`src/rtl/ssr_pkg.sv`:
```
package ssr_pkg;

    // Longest pattern or replacement, in bytes.
    localparam int MAX_LEN = 8;
    localparam int BYTE_W  = 8;
    localparam int TEXT_W  = MAX_LEN * BYTE_W;
    // Width of a length register as written through the configuration port.
    localparam int LEN_W   = 4;
    // Count of held bytes, 0 to MAX_LEN inclusive.
    localparam int CNT_W   = $clog2(MAX_LEN + 1);
    // Index of one byte within a pattern or replacement.
    localparam int IDX_W   = $clog2(MAX_LEN);
    localparam int CFG_IDX_W = 2;

    // Configuration register indexes.
    localparam logic [CFG_IDX_W-1:0] CFG_MATCH_TEXT     = 2'd0;
    localparam logic [CFG_IDX_W-1:0] CFG_MATCH_LENGTH   = 2'd1;
    localparam logic [CFG_IDX_W-1:0] CFG_REPLACE_TEXT   = 2'd2;
    localparam logic [CFG_IDX_W-1:0] CFG_REPLACE_LENGTH = 2'd3;

    // Input kinds carried on the slave-side tuser.
    localparam logic OP_TEXT = 1'b0;
    localparam logic OP_EOL  = 1'b1;

    // Per-cell control: shift moves every byte one cell towards the head,
    // load captures the incoming text byte into the first free cell.
    typedef struct packed {
        logic shift;
        logic load;
    } cell_ctrl_t;

    // Bring a length register into range; the pattern length never drops below one.
    function automatic logic [CNT_W-1:0] clamp_len(input logic [LEN_W-1:0] value,
                                                   input logic            allow_zero);
        logic [CNT_W-1:0] result;
        if ((value == '0) && !allow_zero) begin
            result = CNT_W'(1);
        end else if (32'(value) > MAX_LEN) begin
            result = CNT_W'(MAX_LEN);
        end else begin
            result = CNT_W'(value);
        end
        return result;
    endfunction

endpackage

```
`src/rtl/stream_substring_replace.sv`:
```
// Streaming find-and-replace over a text line, one byte per input transaction.
// Slave side: s_tdata carries a text byte, s_tuser selects a text byte (0) or
// an end of line (1). Master side: m_tdata carries an output byte, m_tuser is
// set for a text byte and clear for the end marker, m_tlast marks the end marker.
// Every leftmost, non-overlapping occurrence of the pattern is replaced; bytes
// that may still start a match are held back in a row of byte cells.
// The configuration port writes the pattern, its length, the replacement and
// its length, one register per write; writing the pattern or its length drops held bytes.
// Timing: a byte is taken in the idle state and its window is checked in the next.
// Bytes released from the head of the cell row, replacement bytes and the end
// marker are each produced one per cycle by the controller while the output
// register is free. Each output is registered and appears in the cycle after
// the controller produces it. Reset empties the cell row and the output register,
// returns the controller to idle, restores the pattern length to one and clears
// the pattern, the replacement and its length. When the receiver stalls the
// output register holds its transaction and a state that must emit an output
// waits; s_tready is high only in the idle state.
module stream_substring_replace (
    input  logic                          aclk,
    input  logic                          aresetn,
    // Configuration write port.
    input  logic                          cfg_wr_en,
    input  logic [ssr_pkg::CFG_IDX_W-1:0] cfg_index,
    input  logic [ssr_pkg::TEXT_W-1:0]    cfg_wdata,
    // Input stream.
    input  logic                          s_tvalid,
    output logic                          s_tready,
    input  logic [7:0]                    s_tdata,   // text_byte
    input  logic                          s_tuser,   // operation
    // Output stream.
    output logic                          m_tvalid,
    input  logic                          m_tready,
    output logic [7:0]                    m_tdata,   // out_byte
    output logic                          m_tuser,   // carries_byte
    output logic                          m_tlast    // line_done
);
    import ssr_pkg::*;

    typedef enum logic [3:0] {
        ST_IDLE  = 4'b0001,
        ST_SCAN  = 4'b0010,
        ST_REPL  = 4'b0100,
        ST_FLUSH = 4'b1000
    } state_t;

    state_t state_reg, state_next;

    logic [TEXT_W-1:0] match_text_reg, match_text_next;
    logic [LEN_W-1:0]  match_length_reg, match_length_next;
    logic [TEXT_W-1:0] replace_text_reg, replace_text_next;
    logic [LEN_W-1:0]  replace_length_reg, replace_length_next;

    logic [CNT_W-1:0]  cnt_reg, cnt_next;
    logic [CNT_W-1:0]  ridx_reg, ridx_next;

    logic              m_tvalid_reg, m_tvalid_next;
    logic [BYTE_W-1:0] m_tdata_reg, m_tdata_next;
    logic              m_tuser_reg, m_tuser_next;
    logic              m_tlast_reg, m_tlast_next;

    logic [CNT_W-1:0]  mlen;
    logic [CNT_W-1:0]  rlen;
    logic              out_free;
    logic              accept;
    logic              shift;
    logic              all_hit;
    logic              is_prefix;

    cell_ctrl_t        cell_ctrl [MAX_LEN];
    logic [BYTE_W-1:0] held [MAX_LEN];
    logic [BYTE_W-1:0] repl_bytes [MAX_LEN];
    logic [MAX_LEN-1:0] hit;
    logic [MAX_LEN-1:0] valid;

    assign mlen     = clamp_len(match_length_reg, 1'b0);
    assign rlen     = clamp_len(replace_length_reg, 1'b1);
    assign out_free = !m_tvalid_reg || m_tready;
    assign s_tready = (state_reg == ST_IDLE);
    assign accept   = s_tvalid && s_tready;

    // Row of byte cells; the head cell holds the oldest byte.
    for (genvar i = 0; i < MAX_LEN; i++) begin : g_cell
        logic [BYTE_W-1:0] from_next;

        if (i == MAX_LEN - 1) begin : g_tail
            assign from_next = '0;
        end else begin : g_link
            assign from_next = held[i+1];
        end

        assign cell_ctrl[i].shift = shift;
        assign cell_ctrl[i].load  = accept && (s_tuser == OP_TEXT) && (cnt_reg == CNT_W'(i));
        assign valid[i]           = (CNT_W'(i) < cnt_reg);
        assign repl_bytes[i]      = replace_text_reg[i*BYTE_W +: BYTE_W];

        ssr_cell u_cell (
            .aclk         (aclk),
            .ctrl         (cell_ctrl[i]),
            .new_byte     (s_tdata),
            .next_byte    (from_next),
            .pattern_byte (match_text_reg[i*BYTE_W +: BYTE_W]),
            .held_byte    (held[i]),
            .hit          (hit[i])
        );
    end

    // The held window is a prefix when every occupied cell matches and it is not too long.
    assign all_hit   = &(hit | ~valid);
    assign is_prefix = all_hit && (cnt_reg <= mlen);

    // Controller: take a byte, release bytes until the window is a prefix,
    // then emit the replacement on a full match; end of line drains the row.
    always_comb begin
        state_next          = state_reg;
        cnt_next            = cnt_reg;
        ridx_next           = ridx_reg;
        shift               = 1'b0;
        match_text_next     = match_text_reg;
        match_length_next   = match_length_reg;
        replace_text_next   = replace_text_reg;
        replace_length_next = replace_length_reg;
        m_tvalid_next       = m_tvalid_reg && !m_tready;
        m_tdata_next        = m_tdata_reg;
        m_tuser_next        = m_tuser_reg;
        m_tlast_next        = m_tlast_reg;

        case (state_reg)
            ST_IDLE: begin
                if (accept) begin
                    if (s_tuser == OP_EOL) begin
                        state_next = ST_FLUSH;
                    end else begin
                        cnt_next   = cnt_reg + CNT_W'(1);
                        state_next = ST_SCAN;
                    end
                end
            end
            ST_SCAN: begin
                if (is_prefix) begin
                    if (cnt_reg == mlen) begin
                        cnt_next   = '0;
                        ridx_next  = '0;
                        state_next = (rlen != '0) ? ST_REPL : ST_IDLE;
                    end else begin
                        state_next = ST_IDLE;
                    end
                end else if (out_free) begin
                    // Release the oldest byte and test the shorter window next cycle.
                    shift         = 1'b1;
                    cnt_next      = cnt_reg - CNT_W'(1);
                    m_tvalid_next = 1'b1;
                    m_tdata_next  = held[0];
                    m_tuser_next  = 1'b1;
                    m_tlast_next  = 1'b0;
                end
            end
            ST_REPL: begin
                if (out_free) begin
                    m_tvalid_next = 1'b1;
                    m_tdata_next  = repl_bytes[ridx_reg[IDX_W-1:0]];
                    m_tuser_next  = 1'b1;
                    m_tlast_next  = 1'b0;
                    ridx_next     = ridx_reg + CNT_W'(1);
                    if (ridx_next == rlen) begin
                        state_next = ST_IDLE;
                    end
                end
            end
            ST_FLUSH: begin
                if (out_free) begin
                    m_tvalid_next = 1'b1;
                    if (cnt_reg != '0) begin
                        shift        = 1'b1;
                        cnt_next     = cnt_reg - CNT_W'(1);
                        m_tdata_next = held[0];
                        m_tuser_next = 1'b1;
                        m_tlast_next = 1'b0;
                    end else begin
                        m_tdata_next = '0;
                        m_tuser_next = 1'b0;
                        m_tlast_next = 1'b1;
                        state_next   = ST_IDLE;
                    end
                end
            end
            default: begin
                state_next = ST_IDLE;
                cnt_next   = '0;
            end
        endcase

        // Register writes; a new pattern invalidates the held bytes.
        if (cfg_wr_en) begin
            case (cfg_index)
                CFG_MATCH_TEXT: begin
                    match_text_next = cfg_wdata;
                    cnt_next        = '0;
                end
                CFG_MATCH_LENGTH: begin
                    match_length_next = cfg_wdata[LEN_W-1:0];
                    cnt_next          = '0;
                end
                CFG_REPLACE_TEXT: begin
                    replace_text_next = cfg_wdata;
                end
                CFG_REPLACE_LENGTH: begin
                    replace_length_next = cfg_wdata[LEN_W-1:0];
                end
                default: begin
                end
            endcase
        end
    end

    // Control and configuration registers.
    always_ff @(posedge aclk) begin
        if (!aresetn) begin
            state_reg          <= ST_IDLE;
            cnt_reg            <= '0;
            ridx_reg           <= '0;
            m_tvalid_reg       <= 1'b0;
            match_text_reg     <= '0;
            match_length_reg   <= LEN_W'(1);
            replace_text_reg   <= '0;
            replace_length_reg <= '0;
        end else begin
            state_reg          <= state_next;
            cnt_reg            <= cnt_next;
            ridx_reg           <= ridx_next;
            m_tvalid_reg       <= m_tvalid_next;
            match_text_reg     <= match_text_next;
            match_length_reg   <= match_length_next;
            replace_text_reg   <= replace_text_next;
            replace_length_reg <= replace_length_next;
        end
    end

    // Output payload register.
    always_ff @(posedge aclk) begin
        m_tdata_reg <= m_tdata_next;
        m_tuser_reg <= m_tuser_next;
        m_tlast_reg <= m_tlast_next;
    end

    assign m_tvalid = m_tvalid_reg;
    assign m_tdata  = m_tdata_reg;
    assign m_tuser  = m_tuser_reg;
    assign m_tlast  = m_tlast_reg;

endmodule

```
`src/rtl/ssr_cell.sv`:
```
module ssr_cell (
    input  logic                       aclk,
    input  ssr_pkg::cell_ctrl_t        ctrl,
    input  logic [ssr_pkg::BYTE_W-1:0] new_byte,
    input  logic [ssr_pkg::BYTE_W-1:0] next_byte,
    input  logic [ssr_pkg::BYTE_W-1:0] pattern_byte,
    output logic [ssr_pkg::BYTE_W-1:0] held_byte,
    output logic                       hit
);
    import ssr_pkg::*;

    logic [BYTE_W-1:0] byte_reg;
    logic [BYTE_W-1:0] byte_next;

    // A shift takes the neighbour's byte; otherwise a load takes the new text byte.
    always_comb begin
        byte_next = byte_reg;
        if (ctrl.shift) begin
            byte_next = next_byte;
        end else if (ctrl.load) begin
            byte_next = new_byte;
        end
    end

    always_ff @(posedge aclk) begin
        byte_reg <= byte_next;
    end

    // Each cell compares its byte against the pattern byte at the same position.
    assign held_byte = byte_reg;
    assign hit       = (byte_reg == pattern_byte);

endmodule

```
`config.mk`:
```
export PLATFORM = sky130hd
export DESIGN_NAME = stream_substring_replace
export DESIGN_NICKNAME = d
export VERILOG_FILES = /design/src/rtl/ssr_pkg.sv /design/src/rtl/stream_substring_replace.sv /design/src/rtl/ssr_cell.sv
export SDC_FILE = /design/constraint.sdc
export NUM_CORES = 1
export LEC_CHECK = 0
export ABC_AREA = 1
export BUFFER_PORTS_ARGS = -buffer_cell sky130_fd_sc_hd__buf_2
export CAP_MARGIN = 20
export CORE_MARGIN = 2
export CORE_UTILIZATION = 40
export DETAILED_ROUTE_END_ITERATION = 6
export PLACE_DENSITY = 0.65
export SLEW_MARGIN = 20
export SYNTH_ARGS = -nofsm -noshare
export SYNTH_HDL_FRONTEND = slang
export SYNTH_HIERARCHICAL = 1
export SYNTH_SLANG_ARGS = --single-unit
```
`constraint.sdc`:
```
create_clock -name aclk -period 7.8 [get_ports aclk]
set_input_delay 1.56 -clock aclk [delete_from_list [all_inputs] [get_ports aclk]]
set_output_delay 1.56 -clock aclk [all_outputs]
set_load 0.02 [all_outputs]
```
# Word level (Yosys, flattened, before mapping)
# Index checks and enable logic that the tools add are counted.
# word_totals
ff_bits	223
inputBits	80
out_inout_bits	12
word_cells	178
# op_classes
add_sub_neg	3
order_cmp	12
eq_ne	33
muxes	67
bitwise_logic	4
reduce_logical	40
# ops
operator	count
$mux 8	21
$mux 4	22
$eq 8x8->1	8
$pmux 4 s4	2
$bmux 8 s3	1
$pmux 8 s3	1
$eq 4x3->1 const B	5
$lt 3x4->1 const A	4
$ne 2x2->1 const B	8
$reduce_bool 2->1	8
$mux 1	13
$eq 4x2->1 const B	3
$logic_and 1x1->1	12
$add 4x1->4 const B	2
$eq 4x1->1 const B	2
$eq 4x4->1	2
$gt 4x4->1 const B	2
$logic_not 4->1	2
$lt 1x4->1 const A	2
$lt 2x4->1 const A	2
$not 8->8	1
$or 8x8->8	1
$pmux 4 s2	1
$reduce_and 2->1	4
other kinds (23)	30

# Depth between registers and ports, before layout
# logic_depth
ltp_word	9
ltp_mapped	20
ltp_nobuf	18

# Hierarchy
# The synthesis kept the hierarchy.
# by_module_without_submodules
module	instances	cells_per_inst	area_per_inst_um2	seq_area_each_um2
stream_substring_replace	1	995	7083.0	3283.1
ssr_cell	8	79	510.5	240.2

# Worst setup path after synthesis
# OpenSTA, ideal clock, no wires.
# synth_path
kind	input to register
start	in m_tready
end	reg g_cell[0].u_cell.byte_reg[0], enable pin
setup_time_ns	0.330
t_arrival_ns	2.644
required_ns	7.470
slack_ns	4.827
cell_stages	6
path_buffers	1
cell_sequence	inv_1 > nand2_1 > clkinv_1 > a21oi_1 > buf_2 > or2_1
# synth_rtl
item	line_no	text
from (decl)	stream_substring_replace.sv:32	input logic m_tready,
to (signal assigned)	ssr_cell.sv:26	byte_reg <= byte_next;
to (decl)	ssr_cell.sv:12	logic [BYTE_W-1:0] byte_reg;

==> results.py <==
metrics = {
    "clocking": {
        "clk_latency_ns": 0.53,
        "clock-root-buffer": "clkbuf_16",
        "post-cts-setup-buffers": 0,
        "cts_buffers": 25,
        "htreeDepth": 1,
        "hold_buffers": 0,
        "ctsResizeCount": 0,
        "cts.path.max_buffers": 3,
        "cts_tree": "built",
        "clock_sinks": 223,
        "path_clk_slew_ns": 0.06,
    },
    "global_route": {
        "grt_max_degree": 81,
        "grt_pass1_wl_mm": 52.2,
        "first_global_vias": 9524,
        "grt_util_all_layers_pct": 23.0,
        "grt_overflow": 0,
        "grt.busiest_layer": "met2",
        "grt_util_met1_pct": 31.7,
        "use_met2_pct": 36.6,
        "grtUsageMet3_pct": 4.14,
        "antenna_found_initial": 1,
    },
    "logic_synthesis": {
        "synth_warnings": 6,
        "synth.top_cell.area_share_pct": 26.7,
        "async_flop_share_pct": 0,
        "synth_area_mm2": 0.0112,
        "synth_edf_count": 74,
        "ys_top_cells_by_count": "nand2_1 (435), nor2_1 (425), o21ai_0 (190)",
        "synth_cell_type_count": 39,
        "ys_seq_area_share_pct": 46.6,
        "synth_area_leaders": "dfxtp_1 (27%), edfxtp_1 (20%), nand2_1 (15%), nor2_1 (14%), o21ai_0 (8.5%)",
        "ys.flop_type": "dfxtp_1",
        "netlist_instances": 1627,
        "ys_ff_latch": 223,
        "syn_avg_cell_area_um2": 6.86,
        "yosysMostFrequentCell": "nand2_1",
        "yosysTopAreaCell": "dfxtp_1",
    },
    "finish": {
        "areaGrowthSynthToFinish_pct": 14.4,
        "fillers": 2849,
        "drive_above_1_share_pct": 10.1,
        "nets": 1783,
        "multiInputGateArea_mm2": 0.00510,
        "insertedDiodeCount": 0,
        "ff_latch_area_mm2": 0.00520,
    },
    "sta": {
        "timing.setup.tns_ns": 0,
        "clock.fmax_ghz": 0.280,
        "setup_viol": 0,
        "tightest_slew_ns": 0.820,
        "whs_ns": 0.485,
        "final_max_slew_viol_count": 0,
        "rsz0062_at_grt": "no",
        "max_slew_margin_pct": 45.3,
        "hold_viol": 0,
        "period_needed_ns": 3.57,
        "clock_skew_ns": 0.0163,
        "period_share_pct": 45.8,
    },
    "setup_path": {
        "r2r_start": "cnt_reg[0]$_SDFF_PN0_",
        "ff2ff_setup_slack_ns": 4.23,
        "r2r_cells": 11,
        "path_class": "register to register",
        "cp-start-kind": "register",
        "rr_endpoint": "g_cell[6].u_cell/held_byte[1]$_DFFE_PP_",
        "cp-end-kind": "register",
        "crit_fanout": 80,
        "arrival_ns": 3.76,
        "cp.required_ns": 7.99,
    },
    "die": {
        "num_io_pins": 92,
        "die_x_um": 171,
        "die_h_um": 171,
        "start_util_pct": 40.4,
        "die_area_mm2": 0.0293,
        "core_area_mm2": 0.0276,
        "row_count": 61,
    },
    "power_and_ir_drop": {
        "p_int_w": 0.00219,
        "p_switching_w": 0.000934,
        "p_clk_share_pct": 38.7,
        "p_seq_share_pct": 43.7,
        "p_per_area_mw_per_mm2": 244,
        "p_leak_nw": 6.09,
        "vdd_ir_drop_max_uv": 158,
        "p_sw_share_pct": 29.9,
        "combPwrFrac_pct": 17.6,
    },
    "min_path": {
        "min_to": "replace_length_reg[0]$_SDFFE_PN0P_",
        "hold_class": "register to register",
        "hp-start": "replace_length_reg[0]$_SDFFE_PN0P_",
        "hold_depth": 2,
    },
    "detailed_routing": {
        "via_per_inst": 4.99,
        "drcViolationCount": 0,
        "vias": 10429,
        "drt_wl_total_mm": 33.9,
        "routedWlPerCell_um": 16.2,
        "drt_first_pass_iters": 5,
        "initialDrtViolationCount": 924,
        "drtAntennaViolNets": 0,
    },
    "run": {
        "maxCapViolations": 0,
    },
    "placed_design": {
        "hpwl_mm": 23.5,
        "routabilityCongestion": 0.903,
        "io_buffers": 91,
    },
    "run_status": {
        "status": "complete, no violations",
    },
}
## how the worst max path moves through the flow
stage                          start                                 endpoint  slack [ns]
4_1_cts        cnt_reg[0]$_SDFF_PN0_  g_cell[5].u_cell/held_byte[7]$_DFFE_PP_        4.28
3_5_place_dp                m_tready  g_cell[5].u_cell/held_byte[6]$_DFFE_PP_        3.89
6_report       cnt_reg[0]$_SDFF_PN0_  g_cell[6].u_cell/held_byte[1]$_DFFE_PP_        4.23
3_3_place_gp                m_tready  g_cell[5].u_cell/held_byte[6]$_DFFE_PP_        3.96
5_1_grt        cnt_reg[0]$_SDFF_PN0_  g_cell[5].u_cell/held_byte[5]$_DFFE_PP_        3.98
2_1_floorplan               m_tready  g_cell[0].u_cell/held_byte[0]$_DFFE_PP_        4.83
## layout make-up
type / instances / area share (%)
multi-input cells: 1178 / 39.9
clock inverters: 11 / 0.872
well taps: 378 / 3.70
clock buffers: 35 / 5.74
inverters: 167 / 4.95
repair buffers: 99 / 4.05
flip-flops and latches: 223 / 40.7
## kinds of logic (layout without fill, tap and decap cells)
family                   Yosys count  after routing  share of synthesized area, %
AND/OR/NAND/NOR                  919            919                          32.4
other                              1              8                        0.0336
flip-flops                       223            223                          46.6
adder cells (fa/ha/maj)            9              9                          1.01
AO/OA/AOI/OAI                    238            238                          11.5
buffers and inverters            233            312                          8.17
XOR/XNOR                           4              4                         0.314
## worst max-delay path: stages, from the launching register on
cell and delay (ns):
dfxtp_1 0.51, clkinv_1 0.38, ha_1 0.41, nand2_2 0.20
nand2_2 0.07, nand2_2 0.10, a21oi_4 0.05, nand2_4 0.10
nand2_4 0.13, a21oi_4 0.15, buf_4 0.62, or2_1 0.43
## power by group through the flow
stage          sequential, W  combinational, W  clock [W]
3_5_place_dp         0.00139          0.000541          0
2_1_floorplan        0.00137          0.000376          0
5_1_grt              0.00137          0.000613    0.00128
4_1_cts              0.00136          0.000543    0.00123
6_report             0.00136          0.000549    0.00121
3_3_place_gp         0.00139          0.000533          0
## routing by layer
metal | vias to the layer above | wire (um) | share of wire, %
met1 | 4722 | 15000 | 44
met3 | 76 | 2730 | 8.1
met2 | 398 | 15000 | 44
met4 | 2 | 1140 | 3.4
met5 | - | 10 | 0.030
li1 | 5231 | - | -
## layout by cell type (no fill, tap or decap), types with 2 or more instances in the layout
cell type    n
xor2_1       2
inv_4        2
nand3_1     23
o221ai_1     4
buf_2       90
dfxtp_1    149
clkinv_1     2
a21oi_1     19
o21bai_1     2
a32o_1       3
xnor2_1      2
clkbuf_8     7
nand2_4      2
bufinv_16    2
nor3_1       5
o21ai_0    190
conb_1       8
buf_4        9
nand2_1    435
nor2_4       3
inv_2       13
nand3b_1     2
inv_6        2
nor2_1     423
ha_1         9
o211ai_1     9
or2_1        8
clkbuf_16   25
a21oi_4      3
edfxtp_1    74
clkinv_2     6
inv_1      151
nand4_1      9
o22ai_1      6
clkbuf_1     3
nor2_2       2
nand2_2      4
## stage by stage
| step | worst slack [ns] | cell area [um^2] | util (%) | total power (W) | instances |
|---|---|---|---|---|---|
| 2_1_floorplan | 4.83 | 11200 | - | 0.00175 | 1634 |
| 3_3_place_gp | 3.96 | 11900 | 43.2 | 0.00192 | 2045 |
| 3_5_place_dp | 3.89 | 11900 | 43.2 | 0.00193 | 2045 |
| 4_1_cts | 4.28 | 12800 | 46.2 | 0.00313 | 2091 |
| 5_1_grt | 3.98 | 12800 | 46.2 | 0.00327 | 2091 |
| 6_report | 4.23 | 12800 | 46.2 | 0.00312 | 2091 |
(Power assumes the default switching activity.)
